**src/sv/utf8sd_pkg.sv**
```systemverilog
`default_nettype none
// ----------------------------------------------------------------------------
// utf8sd_pkg
// Shared types and constants for the UTF-8 stream decoder.
// ----------------------------------------------------------------------------
package utf8sd_pkg;

  localparam int COUNT_WIDTH_DEF = 16;
  localparam int CP_W            = 21;
  localparam int OUT_CNT_W       = 16;
  localparam int LIMIT_W         = 16;
  localparam int RQ_DEPTH        = 4;
  localparam int RQ_AW           = 2;
  localparam int RQ_CW           = 3;

  localparam logic [CP_W-1:0] CP_REPLACEMENT = 21'h00FFFD;

  typedef enum logic [1:0] {
    ST_OK        = 2'd0,
    ST_STRAY     = 2'd1,
    ST_TRUNCATED = 2'd2,
    ST_BAD_LEAD  = 2'd3
  } status_t;

  typedef struct packed {
    logic [CP_W-1:0]      code_point;
    logic [2:0]           seq_length;
    status_t              status;
    logic [OUT_CNT_W-1:0] char_index;
    logic [OUT_CNT_W-1:0] byte_offset;
    logic                 limit_reached;
    logic                 last_of_item;
  } result_t;

  typedef struct packed {
    logic [1:0] cnt;
    result_t    res0;
    result_t    res1;
  } push_t;

endpackage
`default_nettype wire

```
**src/sv/utf8sd_decode.sv**
```systemverilog
`default_nettype none
// ----------------------------------------------------------------------------
// utf8sd_decode
// Input register, sequence state and single-pass decode of one byte into
// up to two results.
// ----------------------------------------------------------------------------
module utf8sd_decode
  import utf8sd_pkg::*;
#(
  parameter int COUNT_WIDTH = COUNT_WIDTH_DEF
) (
  input  wire logic               clk,
  input  wire logic               rst_n,
  input  wire logic               in_valid,
  output logic                    in_ready,
  input  wire logic [7:0]         in_data_byte,
  input  wire logic               in_start_of_text,
  input  wire logic [LIMIT_W-1:0] char_limit,
  input  wire logic               room,
  output push_t                   push
);

  typedef enum logic [2:0] {
    LK_ASCII,
    LK_CONT,
    LK_LEAD2,
    LK_LEAD3,
    LK_LEAD4,
    LK_BAD
  } lead_kind_t;

  localparam logic [COUNT_WIDTH-1:0] CNT_MAX = {COUNT_WIDTH{1'b1}};

  logic                   s1_valid_r;
  logic [7:0]             s1_byte_r;
  logic                   s1_sot_r;
  logic                   fire;

  logic [1:0]             due_r, due_c, due_nxt;
  logic [CP_W-1:0]        pv_r, pv_c, pv_nxt;
  logic [2:0]             len_r, len_c, len_nxt;
  logic [COUNT_WIDTH-1:0] cc_r, cc_c, cc_nxt;
  logic [COUNT_WIDTH-1:0] bc_r, bc_c, bc_nxt;
  logic [COUNT_WIDTH-1:0] sso_r, sso_c, sso_nxt;

  logic [31:0]            cur_ext, cc_ext, cc_inc_ext, sso_ext;
  logic                   cc_sat, ok_lim;
  lead_kind_t             kind;
  logic                   is_cont;
  logic [CP_W-1:0]        pv_shift;
  logic                   ok_emit;
  result_t                lead_res, r0, r1;
  logic                   lead_emit;
  logic [1:0]             n_res;

  assign fire     = s1_valid_r && room;
  assign in_ready = !s1_valid_r || room;

  always_ff @(posedge clk) begin
    if (!rst_n) begin
      s1_valid_r <= 1'b0;
    end else if (in_ready) begin
      s1_valid_r <= in_valid;
    end
  end

  always_ff @(posedge clk) begin
    if (in_ready && in_valid) begin
      s1_byte_r <= in_data_byte;
      s1_sot_r  <= in_start_of_text;
    end
  end

  always_comb begin
    due_c = s1_sot_r ? '0 : due_r;
    pv_c  = s1_sot_r ? '0 : pv_r;
    len_c = s1_sot_r ? '0 : len_r;
    cc_c  = s1_sot_r ? '0 : cc_r;
    bc_c  = s1_sot_r ? '0 : bc_r;
    sso_c = s1_sot_r ? '0 : sso_r;
  end

  assign cur_ext    = 32'(bc_c);
  assign sso_ext    = 32'(sso_c);
  assign cc_ext     = 32'(cc_c);
  assign cc_inc_ext = 32'(cc_c) + 32'd1;
  assign cc_sat     = (cc_c == CNT_MAX);
  assign ok_lim     = !cc_sat && (char_limit != '0) && (cc_inc_ext == 32'(char_limit));
  assign is_cont    = (s1_byte_r[7:6] == 2'b10);
  assign pv_shift   = {pv_c[CP_W-7:0], s1_byte_r[5:0]};

  always_comb begin
    if (!s1_byte_r[7])      kind = LK_ASCII;
    else if (!s1_byte_r[6]) kind = LK_CONT;
    else if (!s1_byte_r[5]) kind = LK_LEAD2;
    else if (!s1_byte_r[4]) kind = LK_LEAD3;
    else if (!s1_byte_r[3]) kind = LK_LEAD4;
    else                    kind = LK_BAD;
  end

  // lead-byte path, also taken after a truncated sequence
  always_comb begin
    lead_res               = '0;
    lead_res.char_index    = cc_ext[OUT_CNT_W-1:0];
    lead_res.byte_offset   = cur_ext[OUT_CNT_W-1:0];
    lead_res.seq_length    = 3'd1;
    lead_res.code_point    = CP_REPLACEMENT;
    lead_emit              = 1'b1;
    case (kind)
      LK_ASCII: begin
        lead_res.code_point    = {{(CP_W-8){1'b0}}, s1_byte_r};
        lead_res.status        = ST_OK;
        lead_res.limit_reached = ok_lim;
      end
      LK_CONT:  lead_res.status = ST_STRAY;
      LK_BAD:   lead_res.status = ST_BAD_LEAD;
      default:  lead_emit = 1'b0;
    endcase
  end

  always_comb begin
    r0      = lead_res;
    r1      = lead_res;
    n_res   = {1'b0, lead_emit};
    ok_emit = lead_emit && (kind == LK_ASCII);
    due_nxt = due_c;
    pv_nxt  = pv_c;
    len_nxt = len_c;
    sso_nxt = sso_c;
    if (due_c != 2'd0 && is_cont) begin
      ok_emit = 1'b0;
      n_res   = 2'd0;
      due_nxt = due_c - 2'd1;
      pv_nxt  = pv_shift;
      if (due_c == 2'd1) begin
        ok_emit          = 1'b1;
        n_res            = 2'd1;
        r0               = '0;
        r0.code_point    = pv_shift;
        r0.seq_length    = len_c;
        r0.status        = ST_OK;
        r0.char_index    = cc_ext[OUT_CNT_W-1:0];
        r0.byte_offset   = sso_ext[OUT_CNT_W-1:0];
        r0.limit_reached = ok_lim;
        pv_nxt           = '0;
        len_nxt          = '0;
      end
    end else begin
      if (due_c != 2'd0) begin
        r0             = '0;
        r0.code_point  = CP_REPLACEMENT;
        r0.seq_length  = 3'd1;
        r0.status      = ST_TRUNCATED;
        r0.char_index  = cc_ext[OUT_CNT_W-1:0];
        r0.byte_offset = sso_ext[OUT_CNT_W-1:0];
        n_res          = lead_emit ? 2'd2 : 2'd1;
      end
      due_nxt = '0;
      pv_nxt  = '0;
      len_nxt = '0;
      case (kind)
        LK_LEAD2: begin
          pv_nxt  = {{(CP_W-5){1'b0}}, s1_byte_r[4:0]};
          due_nxt = 2'd1;
          len_nxt = 3'd2;
          sso_nxt = bc_c;
        end
        LK_LEAD3: begin
          pv_nxt  = {{(CP_W-4){1'b0}}, s1_byte_r[3:0]};
          due_nxt = 2'd2;
          len_nxt = 3'd3;
          sso_nxt = bc_c;
        end
        LK_LEAD4: begin
          pv_nxt  = {{(CP_W-3){1'b0}}, s1_byte_r[2:0]};
          due_nxt = 2'd3;
          len_nxt = 3'd4;
          sso_nxt = bc_c;
        end
        default: ;
      endcase
    end
    cc_nxt = (ok_emit && !cc_sat) ? cc_c + 1'b1 : cc_c;
    bc_nxt = (bc_c == CNT_MAX) ? bc_c : bc_c + 1'b1;
    if (n_res == 2'd2) r1.last_of_item = 1'b1;
    else               r0.last_of_item = 1'b1;
  end

  always_ff @(posedge clk) begin
    if (!rst_n) begin
      due_r <= '0;
      pv_r  <= '0;
      len_r <= '0;
      cc_r  <= '0;
      bc_r  <= '0;
      sso_r <= '0;
    end else if (fire) begin
      due_r <= due_nxt;
      pv_r  <= pv_nxt;
      len_r <= len_nxt;
      cc_r  <= cc_nxt;
      bc_r  <= bc_nxt;
      sso_r <= sso_nxt;
    end
  end

  assign push.cnt  = fire ? n_res : 2'd0;
  assign push.res0 = r0;
  assign push.res1 = r1;

endmodule
`default_nettype wire

```
**src/sv/utf8sd_rq.sv**
```systemverilog
`default_nettype none
// ----------------------------------------------------------------------------
// utf8sd_rq
// Result queue: takes up to two results a cycle with room, hands out one a cycle on out_ready.
// ----------------------------------------------------------------------------
module utf8sd_rq
  import utf8sd_pkg::*;
(
  input  wire logic  clk,
  input  wire logic  rst_n,
  input  push_t      push,
  output logic       room,
  output logic       out_valid,
  input  wire logic  out_ready,
  output result_t    out_res
);

  result_t          mem_r [RQ_DEPTH];
  logic [RQ_AW-1:0] wr_ptr_r, wr_ptr_nxt;
  logic [RQ_AW-1:0] rd_ptr_r, rd_ptr_nxt;
  logic [RQ_CW-1:0] count_r, count_nxt;
  logic             pop;
  logic [RQ_AW-1:0] wr_ptr_p1;

  assign room      = (count_r <= RQ_CW'(RQ_DEPTH - 2));
  assign out_valid = (count_r != '0);
  assign out_res   = mem_r[rd_ptr_r];
  assign pop       = out_valid && out_ready;
  assign wr_ptr_p1 = wr_ptr_r + 1'b1;

  always_comb begin
    wr_ptr_nxt = wr_ptr_r + RQ_AW'(push.cnt);
    rd_ptr_nxt = pop ? rd_ptr_r + 1'b1 : rd_ptr_r;
    count_nxt  = count_r + RQ_CW'(push.cnt) - RQ_CW'(pop);
  end

  always_ff @(posedge clk) begin
    if (!rst_n) begin
      wr_ptr_r <= '0;
      rd_ptr_r <= '0;
      count_r  <= '0;
    end else begin
      wr_ptr_r <= wr_ptr_nxt;
      rd_ptr_r <= rd_ptr_nxt;
      count_r  <= count_nxt;
    end
  end

  always_ff @(posedge clk) begin
    if (push.cnt != 2'd0) mem_r[wr_ptr_r]  <= push.res0;
    if (push.cnt == 2'd2) mem_r[wr_ptr_p1] <= push.res1;
  end

  assert property (@(posedge clk) disable iff (!rst_n)
    count_r <= RQ_CW'(RQ_DEPTH))
    else $error("result queue overflow");

  assert property (@(posedge clk) disable iff (!rst_n)
    (push.cnt != 2'd0) |-> room)
    else $error("push without room");

endmodule
`default_nettype wire

```
**src/sv/utf8_stream_decoder.sv**
```systemverilog
`default_nettype none
// ----------------------------------------------------------------------------
// utf8_stream_decoder
// Byte-serial UTF-8 decoder and validator with character limit flag.
//
//   channel | ports                                    | dir
//   --------+------------------------------------------+----
//   in      | in_valid/in_ready, data_byte, sot        | in
//   out     | out_valid/out_ready, result fields       | out
//   cfg     | cfg_valid/cfg_ready, cfg_char_limit      | in
//
// One byte per cycle while the queue has room; a request passes the input
// register and the combinational decode and lands in a 4-entry result queue,
// which registers it before out_valid rises. A byte giving two results leaves
// one extra entry behind; with out ready it can stall the input once the
// queue passes half full. Reset is synchronous, active low; it clears state,
// counters and queue. Stalls on out hold the queue and, once it is more than
// half full, the input.
// ----------------------------------------------------------------------------
module utf8_stream_decoder
  import utf8sd_pkg::*;
#(
  parameter int COUNT_WIDTH = COUNT_WIDTH_DEF
) (
  input  wire logic               clk,
  input  wire logic               rst_n,
  input  wire logic               in_valid,
  output logic                    in_ready,
  input  wire logic [7:0]         in_data_byte,
  input  wire logic               in_start_of_text,
  output logic                    out_valid,
  input  wire logic               out_ready,
  output logic [CP_W-1:0]         out_code_point,
  output logic [2:0]              out_seq_length,
  output logic [1:0]              out_status,
  output logic [OUT_CNT_W-1:0]    out_char_index,
  output logic [OUT_CNT_W-1:0]    out_byte_offset,
  output logic                    out_limit_reached,
  output logic                    out_last_of_item,
  input  wire logic               cfg_valid,
  output logic                    cfg_ready,
  input  wire logic [LIMIT_W-1:0] cfg_char_limit
);

  logic [LIMIT_W-1:0] char_limit_r;
  push_t              push;
  logic               room;
  result_t            out_res;

  assign cfg_ready = 1'b1;

  always_ff @(posedge clk) begin
    if (!rst_n) begin
      char_limit_r <= '0;
    end else if (cfg_valid) begin
      char_limit_r <= cfg_char_limit;
    end
  end

  utf8sd_decode #(
    .COUNT_WIDTH (COUNT_WIDTH)
  ) u_decode (
    .clk              (clk),
    .rst_n            (rst_n),
    .in_valid         (in_valid),
    .in_ready         (in_ready),
    .in_data_byte     (in_data_byte),
    .in_start_of_text (in_start_of_text),
    .char_limit       (char_limit_r),
    .room             (room),
    .push             (push)
  );

  utf8sd_rq u_rq (
    .clk       (clk),
    .rst_n     (rst_n),
    .push      (push),
    .room      (room),
    .out_valid (out_valid),
    .out_ready (out_ready),
    .out_res   (out_res)
  );

  assign out_code_point    = out_res.code_point;
  assign out_seq_length    = out_res.seq_length;
  assign out_status        = out_res.status;
  assign out_char_index    = out_res.char_index;
  assign out_byte_offset   = out_res.byte_offset;
  assign out_limit_reached = out_res.limit_reached;
  assign out_last_of_item  = out_res.last_of_item;

  assert property (@(posedge clk) disable iff (!rst_n)
    (out_valid && out_status != ST_OK) |->
      (out_code_point == CP_REPLACEMENT && out_seq_length == 3'd1 && !out_limit_reached))
    else $error("error result with bad fields");

  assert property (@(posedge clk) disable iff (!rst_n)
    (out_valid && out_status == ST_OK) |->
      (out_seq_length != 3'd0 && out_seq_length <= 3'd4))
    else $error("ok result with bad length");

  assert property (@(posedge clk)
    !rst_n |=> !out_valid)
    else $error("result after reset");

endmodule
`default_nettype wire
```
**config.mk**
```make
export PLATFORM = sky130hd
export DESIGN_NAME = utf8_stream_decoder
export DESIGN_NICKNAME = d
export VERILOG_FILES = /design/src/sv/utf8sd_pkg.sv /design/src/sv/utf8sd_decode.sv /design/src/sv/utf8sd_rq.sv /design/src/sv/utf8_stream_decoder.sv
export SDC_FILE = /design/constraint.sdc
export NUM_CORES = 1
export LEC_CHECK = 0
export BUFFER_PORTS_ARGS = -buffer_cell sky130_fd_sc_hd__buf_2
export CAP_MARGIN = 20
export CORE_ASPECT_RATIO = 0.7
export CORE_MARGIN = 5
export CORE_UTILIZATION = 60
export DETAILED_ROUTE_END_ITERATION = 16
export PLACE_DENSITY = 0.79
export SETUP_SLACK_MARGIN = 0.05
export SYNTH_ARGS = -nofsm -noshare
export SYNTH_HDL_FRONTEND = slang
export SYNTH_SLANG_ARGS = --single-unit
```
**constraint.sdc**
```tcl
create_clock -name clk -period 6.1 [get_ports clk]
set_input_delay 1.22 -clock clk [delete_from_list [all_inputs] [get_ports clk]]
set_output_delay 1.22 -clock clk [all_outputs]
set_load 0.01 [all_outputs]
```
==> results.tsv, run 1 <==
metric	value	unit
Post-CTS Resized	0	
area grow syn2layout	11.0	%
status	finished clean	
Setup Skew	23.8	ps
clock sink total	343	
Overflow after GRT	0	
Hold EP	u_rq.mem_r[0][56]	
Hold Vio Cnt, Final	0	
setup_tns	0	ps
Hold WC Path Type	reg -> reg	
Syn Area/Cell	11.1	um^2
most common cell after layout, fill and taps aside	nor2_1	
antenna violations before repair	0	
gp weighted congestion	0.925	
share of cells above drive strength 1	16.9	%
routed vias/inst	6.52	
mapped cell area	16000	um^2
Final nets	1517	
drt drc	0	
Clk pwr share	36.5	%
Worst EP arrival	5060	ps
first-pass iteration count of the detailed router	6	
Worst Hold Launch	u_rq.mem_r[0][56]	
Seq pwr share	45.4	%
cell area after layout	17800	um^2
Netlist cell types	80	
GRT Total Usage	27.9	%
non-filler cells, final	1868	
final setup vio count	0	
Pins Over Slew Limit	0	
Power, Total	6.04	mW
FP Rows	50	
Peak Freq	0.208	GHz
CP startpoint	u_decode.s1_sot_r	
Comb power frac	18.1	%
Seq/Total Area, Yosys	56.3	%
flop-to-flop setup slack	1290	ps
placed cells	1806	
drt wl/cell	22.5	um
ant diodes	0	
largest net degree at the start of global routing	74	
Worst Setup Start Kind	flip-flop	
Placed Area	16600	um^2
Vias	12172	
Post-DRT Antenna Nets	0	
Port Buffer Count	91	
Switching Share	27.6	%
Syn Nets	1486	
RSZ-0062 raised after global routing	false	
first-pass GRT wire length	66200	um
WL final	42100	um
Yosys warning total	0	
initial DRC count	1434	
Pint	4.37	mW
Worst setup EP type	flip-flop	
Die H	147	um
Post-synth EDFFs	217	
area leader, netlist	edfxtp_1	
r2r worst-path depth	12	
top post-synthesis cells by area	edfxtp_1 (41%), dfxtp_1 (16%), mux4_2 (8.4%)	
WP data required	6340	ps
critical path peak fanout	37	
max-cap check violation count	0	
CTS tree	yes	
CTS hold repair buffers	0	
total setup buffers inserted after CTS	0	
io pins	93	
VDD IR max	245	uV
Clock Latency Late Sink	530	ps
pwr/cell area	339	nW/um^2
Finished Core Util	67.1	%
HPWL Detailed	27100	um
ratio of final minimum period to clock period	78.9	%
total CTS buffers	34	
post-route setup slack	1290	ps
Die Wd	205	um
leakage	6.08	nW
slew at the pin with the worst max-slew slack	1110	ps
H-tree Lvls	2	
Placement Setup Slack	1420	ps
min Tclk post-route	4810	ps
r2r startpoint	u_decode.s1_sot_r	
Crit Path Category	reg -> reg	
Initial Util	60.5	%
CTS max path bufs	3	
vias in the first global route	11719	
Switching Power	1.66	mW
Slew HR	26.0	%
most frequent cells in the layout	nor2_1 (226), edfxtp_1 (217), nand2_1 (127)	
ys flop type	edfxtp_1	
asr flop ratio synth	0	%
Clock Pin Slew Worst Setup and Hold Paths	70	ps
worst hold stages	2	
Worst R2R End	u_rq.mem_r[1][39]	
die area	30200	um^2
share of the synthesized area in the top cell type	40.6	%
clk root buf	clkbuf_16	
FF+latch count, synth	343	
worst hold slack	460	ps
cell count after synthesis	1447	
core area	26500	um^2
critical path, cell delays in order, from the launching register on:
cell and delay (ps):
edfxtp_1 750, clkinv_1 190, nand2_1 140, ha_1 280, inv_1 130, ha_1 380, o31ai_2 550, nor4_2 220
nor2_2 670, inv_2 600, buf_4 420, nand2_1 100, nand2_1 70
power groups by stage:
stage / Combinational, mW / Clock, mW / Sequential (mW)
2_1_floorplan: 0.806 / 0 / 2.67
3_3_place_gp: 1.07 / 0 / 2.79
3_5_place_dp: 1.09 / 0 / 2.79
4_1_cts: 1.09 / 2.22 / 2.74
5_1_grt: 1.18 / 2.32 / 2.77
6_report: 1.09 / 2.20 / 2.74
synth_stat cells, drive strengths merged (17+ instances only):
cell	n
a21oi	67
a22oi	94
buf	45
clkbuf	74
dfxtp	126
edfxtp	217
inv	24
mux2i	21
mux4	60
nand2	127
nand3	48
nand4	19
nor2	230
nor2b	17
o21ai	74
kinds of logic (layout without fill, tap and decap cells):
group / count (synthesis) / count (layout) / synth area share (%)
adder cells (fa/ha/maj): 9 / 9 / 0.749
AO/OA/AOI/OAI: 303 / 303 / 12.3
buffers and inverters: 145 / 202 / 3.77
other: 1 / 1 / 0.0234
XOR/XNOR: 25 / 25 / 1.37
multiplexers: 82 / 82 / 9.81
flip-flops: 343 / 343 / 56.3
AND/OR/NAND/NOR: 539 / 539 / 15.7
sequential cells by signal (all words and copies together), names as in the netlist, named ones only:
signal / cells
u_rq.mem_r: 240
u_decode.s1_sot_r: 1
u_rq.rd_ptr_r: 2
u_rq.wr_ptr_r: 2
u_decode.due_r: 2
u_decode.cc_r: 16
u_decode.bc_r: 16
u_decode.s1_byte_r: 8
u_decode.len_r: 3
u_rq.count_r: 3
u_decode.s1_valid_r: 1
char_limit_r: 16
u_decode.sso_r: 16
u_decode.pv_r: 15
metal layers:
metal	part of all wire, %	global-route usage (%)	up-vias
met5	0	0	-
met4	2.5	7.63	0
met3	11	7.11	81
met2	46	42.4	720
met1	41	40.3	5931
li1	-	-	5440
layout make-up:
type	count	area (um^2)
fillers	1949	8730
flip-flops and latches	343	9040
clock inverters	16	188
multi-input cells	959	6400
well taps	364	455
repair buffers	114	628
clock buffers	46	990
inverters	26	97.6
worst max-delay path by stage:
stage	endpoint	slack, ps	cells after the start
after floorplan	u_rq.mem_r[1][0]	1860	12
after global placement	u_rq.mem_r[1][42]	1610	12
after detailed placement	u_rq.mem_r[1][39]	1420	12
after CTS	u_rq.mem_r[1][39]	1370	12
after global routing	u_rq.mem_r[1][39]	930	12
final	u_rq.mem_r[1][39]	1290	12
No activity file was read; power rests on OpenSTA's default activity.
==> inputs of run 2 (changes only) <==
--- a/config.mk
+++ b/config.mk
@@ -9,9 +9,9 @@
 export CAP_MARGIN = 20
 export CORE_ASPECT_RATIO = 0.7
 export CORE_MARGIN = 5
-export CORE_UTILIZATION = 60
+export CORE_UTILIZATION = 55
 export DETAILED_ROUTE_END_ITERATION = 16
-export PLACE_DENSITY = 0.79
+export PLACE_DENSITY = 0.76
 export SETUP_SLACK_MARGIN = 0.05
 export SYNTH_ARGS = -nofsm -noshare
 export SYNTH_HDL_FRONTEND = slang
==> constraint.sdc (replaced) <==
create_clock -name clk -period 4.2 [get_ports clk]
set_input_delay 0.84 -clock clk [delete_from_list [all_inputs] [get_ports clk]]
set_output_delay 0.84 -clock clk [all_outputs]
set_load 0.01 [all_outputs]
==> run 2 against run 1 <==
First-iteration DRC count is 21% higher. Sequential cell count stayed put. Hold slack worse by 1.5 ps. Critical path type unchanged. Largest cell class unchanged. Largest power group unchanged.
==> results.tsv, run 2 (synthesis gave the netlist of run 1 again) <==
metric	value	unit	change
status	finished clean		
core area	28800	um^2	+8.7%
total CTS buffers	34		unchanged
max-cap check violation count	0		unchanged
GRT Total Usage	25.7	%	-2.1 points
Crit Path Category	reg -> reg		
Placement Setup Slack	843	ps	-574 ps
Port Buffer Count	91		unchanged
WL final	42700	um	+1.5%
io pins	93		unchanged
leakage	6.07	nW	-0.17%
Peak Freq	0.287	GHz	+38%
initial DRC count	1736		+21%
RSZ-0062 raised after global routing	false		
pwr/cell area	484	nW/um^2	+43%
Biggest register	u_rq.mem_r		
CP max-delay cell	edfxtp_1		
FP Rows	52		+4.0%
gp weighted congestion	0.911		-1.4%
critical path peak fanout	35		-5.4%
min Tclk post-route	3490	ps	-1330 ps
CTS hold repair buffers	0		unchanged
Worst Hold Launch	u_rq.mem_r[0][59]		
Worst EP arrival	3640	ps	-1420 ps
vias in the first global route	11844		+1.1%
Hold WC Path Type	reg -> reg		
GR peak layer	met2		
ant diodes	0		unchanged
Worst setup EP type	flip-flop		
grt met2 use	39.4	%	-3.0 points
Overflow after GRT	0		unchanged
CTS tree	yes		
CTS max path bufs	3		unchanged
Post-CTS Resized	0		unchanged
Vias	12196		+0.20%
Clock Latency Late Sink	530	ps	about the same
Die Wd	214	um	+4.2%
Clock Pin Slew Worst Setup and Hold Paths	60	ps	about the same
post-route setup slack	714	ps	-573 ps
Die H	153	um	+4.1%
first-pass iteration count of the detailed router	6		unchanged
clock sink total	343		unchanged
cell family with most CP delay	simple AND/OR/NAND/NOR gates		
die area	32700	um^2	+8.5%
Setup Skew	24.4	ps	+0.645 ps
Final nets	1537		+1.3%
VDD IR max	341	uV	+39%
Worst Setup Start Kind	flip-flop		
share of cells above drive strength 1	17.7	%	+0.84 points
largest net degree at the start of global routing	74		unchanged
final setup vio count	0		unchanged
total setup buffers inserted after CTS	0		unchanged
first-pass GRT wire length	67700	um	+2.3%
flop-to-flop setup slack	710	ps	-570 ps
Slew HR	30.2	%	+4.2 points
r2r startpoint	u_decode.s1_byte_r[6]		
antenna violations before repair	0		unchanged
H-tree Lvls	2		unchanged
ratio of final minimum period to clock period	83.0	%	+4.1 points
CP startpoint	u_decode.s1_byte_r[6]		
crit-path cells	nand2_1 > nor2b_1 > inv_1 > ha_1 > inv_1 > and3_1 > and3_1 > nor2_2 > clkinvlp_4 > buf_4		
CP bufs+invs	4		unchanged
Pins Over Slew Limit	0		unchanged
clk root buf	clkbuf_16		
drt drc	0		unchanged
M1 GR Usage	37.8	%	-2.5 points
HPWL Detailed	27700	um	+2.3%
Post-DRT Antenna Nets	0		unchanged
area grow syn2layout	11.8	%	
slew at the pin with the worst max-slew slack	1050	ps	-60.1 ps
routed vias/inst	6.42		-1.5%
most frequent cells in the layout	nor2_1 (226), edfxtp_1 (217), nand2_1 (127)		
met3 Use GR	5.30	%	-1.8 points
drt wl/cell	22.5	um	-0.25%
Hold Vio Cnt, Final	0		unchanged
most common cell after layout, fill and taps aside	nor2_1		
setup_tns	0	ps	unchanged
max incr delay on CP	530	ps	-220 ps
WP data required	4350	ps	-1990 ps
Initial Util	55.7	%	-4.8 points
max reg flops	240		unchanged
==> run 2: cell types whose count changed in the layout (fill, tap and decap cells not counted), sizes merged <==
cell	change
buf	+20
clkbuf	+6
clkinv	-3
bufinv	-2
inv	-2
==> run 2: path summary, 6_finish.rpt <==
check,cells past startpoint,end
hold reg to reg,2,u_rq.mem_r[0][59]
setup reg to reg,10,u_rq.mem_r[1][34]
setup / recovery,10,u_rq.mem_r[1][34]
hold / removal,2,u_rq.mem_r[0][59]
==> run 2: per-stage QoR <==
stage / hold slack (ps) / area, um^2 / total power, mW / cells / utilization [%]
CTS: 456 / 17900 / 8.73 / 1901 / 62.2
detailed placement: 447 / 16800 / 5.69 / 1840 / 58.4
global route: 472 / 17900 / 9.03 / 1901 / 62.2
finish: 459 / 17900 / 8.69 / 1901 / 62.2
global placement: 439 / 16800 / 5.64 / 1839 / 58.3
floorplan: 433 / 16000 / 5.06 / 1447 / -
==> run 2: area by class of cell <==
cell class / count / area (um^2)
well taps: 378 / 473
inverters: 26 / 105
fillers: 2278 / 10900
clock buffers: 52 / 1020
repair buffers: 134 / 803
clock inverters: 9 / 97.6
multi-input cells: 959 / 6400
flip-flops and latches: 343 / 9040
==> run 2: metal layers <==
layer / wire length [um] / up-vias
li1: - / 5475
met1: 18000 / 6001
met2: 19600 / 636
met3: 4150 / 84
met4: 998 / 0
met5: 0 / -
==> run 2: power breakdown <==
| group | leakage (nW) | internal (mW) | total [mW] | switching [mW] |
|---|---|---|---|---|
| sequential | 2.98 | 3.77 | 3.92 | 0.149 |
| combinational | 2.54 | 0.717 | 1.69 | 0.978 |
| clock | 0.545 | 1.80 | 3.08 | 1.28 |
| total | 6.07 | 6.28 | 8.69 | 2.40 |
==> run 2: worst reg2reg max path, cell delays in order (launching register included) <==
cell and delay, ps:
edfxtp_1 530, nand2_1 200, nor2b_1 270, inv_1 130
ha_1 360, inv_1 100, and3_1 440, and3_1 430
nor2_2 100, clkinvlp_4 80, buf_4 460
==> inputs of run 3 (changes only) <==
==> constraint.sdc (replaced) <==
create_clock -name clk -period 2.9 [get_ports clk]
set_input_delay 0.58 -clock clk [delete_from_list [all_inputs] [get_ports clk]]
set_output_delay 0.58 -clock clk [all_outputs]
set_load 0.01 [all_outputs]
==> run 3 against run 2 <==
First-iteration DRC count fell by 22%. Combinational power up 65%. Register-to-register slack got worse by 600 ps. Wire length grew 0.62%. Largest cell class unchanged. Via count up 2.0%. Critical path type unchanged. Critical endpoint is now u_rq.mem_r[0][2].
==> results.tsv, run 3 (synthesis gave the netlist of run 1 again) <==
metric	value	unit	change
core area	28800	um^2	unchanged
Worst EP arrival	3070	ps	-570 ps
CTS tree	yes		
routed vias/inst	6.35		-1.0%
Worst Setup Start Kind	flip-flop		
clk root buf	clkbuf_16		
Placement Setup Slack	-193	ps	-1040 ps
first-pass iteration count of the detailed router	6		unchanged
CP max-delay cell	edfxtp_1		
VDD IR max	588	uV	+72%
Vias	12446		+2.0%
Initial Util	55.7	%	unchanged
clock sink total	343		unchanged
post-route setup slack	114	ps	-600 ps
CP bufs+invs	8		+4
io pins	93		unchanged
most frequent cells in the layout	nor2_1 (222), edfxtp_1 (217), nand2_1 (124), dfxtp_1 (124), a22oi_1 (94)		
die area	32700	um^2	unchanged
area grow syn2layout	16.3	%	
Clock Pin Slew Worst Setup and Hold Paths	70	ps	about the same
antenna violations before repair	0		unchanged
Pins Over Slew Limit	0		unchanged
HPWL Detailed	28300	um	+2.3%
Peak Freq	0.359	GHz	+25%
H-tree Lvls	1		-1
Post-DRT Antenna Nets	0		unchanged
drt wl/cell	21.9	um	-2.4%
drt drc	0		unchanged
Clock Latency Late Sink	570	ps	+40 ps
most common cell after layout, fill and taps aside	nor2_1		
first-pass GRT wire length	67900	um	+0.32%
Power, Total	12.3	mW	+41%
initial DRC count	1346		-22%
WL final	43000	um	+0.62%
ratio of final minimum period to clock period	96.1	%	+13 points
RSZ-0062 raised after global routing	true		
largest net degree at the start of global routing	50		-32%
slew at the pin with the worst max-slew slack	712	ps	-333 ps
Biggest register	u_rq.mem_r		
WP data required	3180	ps	-1170 ps
setup_tns	0	ps	unchanged
Overflow after GRT	0		unchanged
pwr/cell area	659	nW/um^2	+36%
crit-path cells	buf_4 > nor2b_4 > inv_2 > ha_4 > inv_2 > ha_4 > buf_4 > inv_1 > nand3_1 > nor2_1 > nor2_4 > clkinvlp_4 > buf_12 > buf_12		
max-cap check violation count	0		unchanged
vias in the first global route	12152		+2.6%
max incr delay on CP	370	ps	-160 ps
Slew HR	52.5	%	+22 points
gp weighted congestion	0.907		-0.45%
Port Buffer Count	91		unchanged
Die H	153	um	unchanged
max reg flops	240		unchanged
min Tclk post-route	2790	ps	-700 ps
cell family with most CP delay	buffers and inverters		
total CTS buffers	31		-8.8%
Final nets	1597		+3.9%
CTS hold repair buffers	0		unchanged
share of cells above drive strength 1	22.6	%	+4.9 points
status	finished clean		
critical path peak fanout	21		-40%
worst hold slack	184	ps	-275 ps
FP Rows	52		unchanged
leakage	6.31	nW	+3.9%
Hold WC Path Type	in -> reg		
Die Wd	214	um	unchanged
ant diodes	0		unchanged
Worst setup EP type	flip-flop		
Setup Skew	7.00	ps	-17.4 ps
CTS max path bufs	3		unchanged
Hold Vio Cnt, Final	0		unchanged
GRT Total Usage	25.5	%	-0.18 points
Crit Path Category	reg -> reg		
final setup vio count	0		unchanged
run 3: timing repair:
item / 4_1_cts / 5_1_grt
endpoints found under the setup margin: 139 / 269
endpoints found under the hold margin: 0 / 0
gates resized for setup: 10 / 17
buffers inserted: 0 / 12
pin swaps: 1 / 8
run 3: final timing paths:
kind                                         endpoint              start  slack, ps  cells past startpoint
worst max-delay path                 u_rq.mem_r[0][2]  u_decode.s1_sot_r        110                     14
worst min-delay path            u_decode.s1_byte_r[6]    in_data_byte[6]        180                      1
worst max register to register       u_rq.mem_r[0][2]  u_decode.s1_sot_r        110                     14
worst min register to register      u_rq.mem_r[1][55]  u_rq.mem_r[1][55]        460                      2
run 3: layer usage:
metal / up-vias / track usage [%] / share of wire [%]
met5: - / 0 / 0
met4: 0 / 4.78 / 1.5
li1: 5586 / - / -
met2: 677 / 42.0 / 47
met3: 55 / 4.67 / 9.5
met1: 6128 / 36.5 / 42
run 3: layout make-up:
cell class              instances  area, um^2
fillers                      2165       10200
flip-flops and latches        343        9040
multi-input cells             959        6580
repair buffers                197        1490
clock buffers                  38         832
well taps                     378         473
clock inverters                19         121
inverters                      26         118
run 3: power by group:
part,leakage (nW),switching [mW],internal [mW]
registers,2.93,0.141,5.45
clock network,0.473,1.78,2.12
logic,2.91,1.58,1.22
run 3: worst register-to-register path, stage by stage (launching register included):
cell and delay, ps:
edfxtp_1 370, buf_4 180, nor2b_4 130, inv_2 60, ha_4 180, inv_2 100
ha_4 220, buf_4 140, inv_1 80, nand3_1 150, nor2_1 320, nor2_4 90
clkinvlp_4 110, buf_12 190, buf_12 170
run 3: stage by stage:
stage,utilization [%],cell area (um^2),std cells
after CTS,64.1,18500,1948
after detailed placement,60.6,17500,1891
after global placement,60.6,17500,1890
after global routing,64.7,18700,1960
after floorplan,-,16200,1447
final,64.7,18700,1960
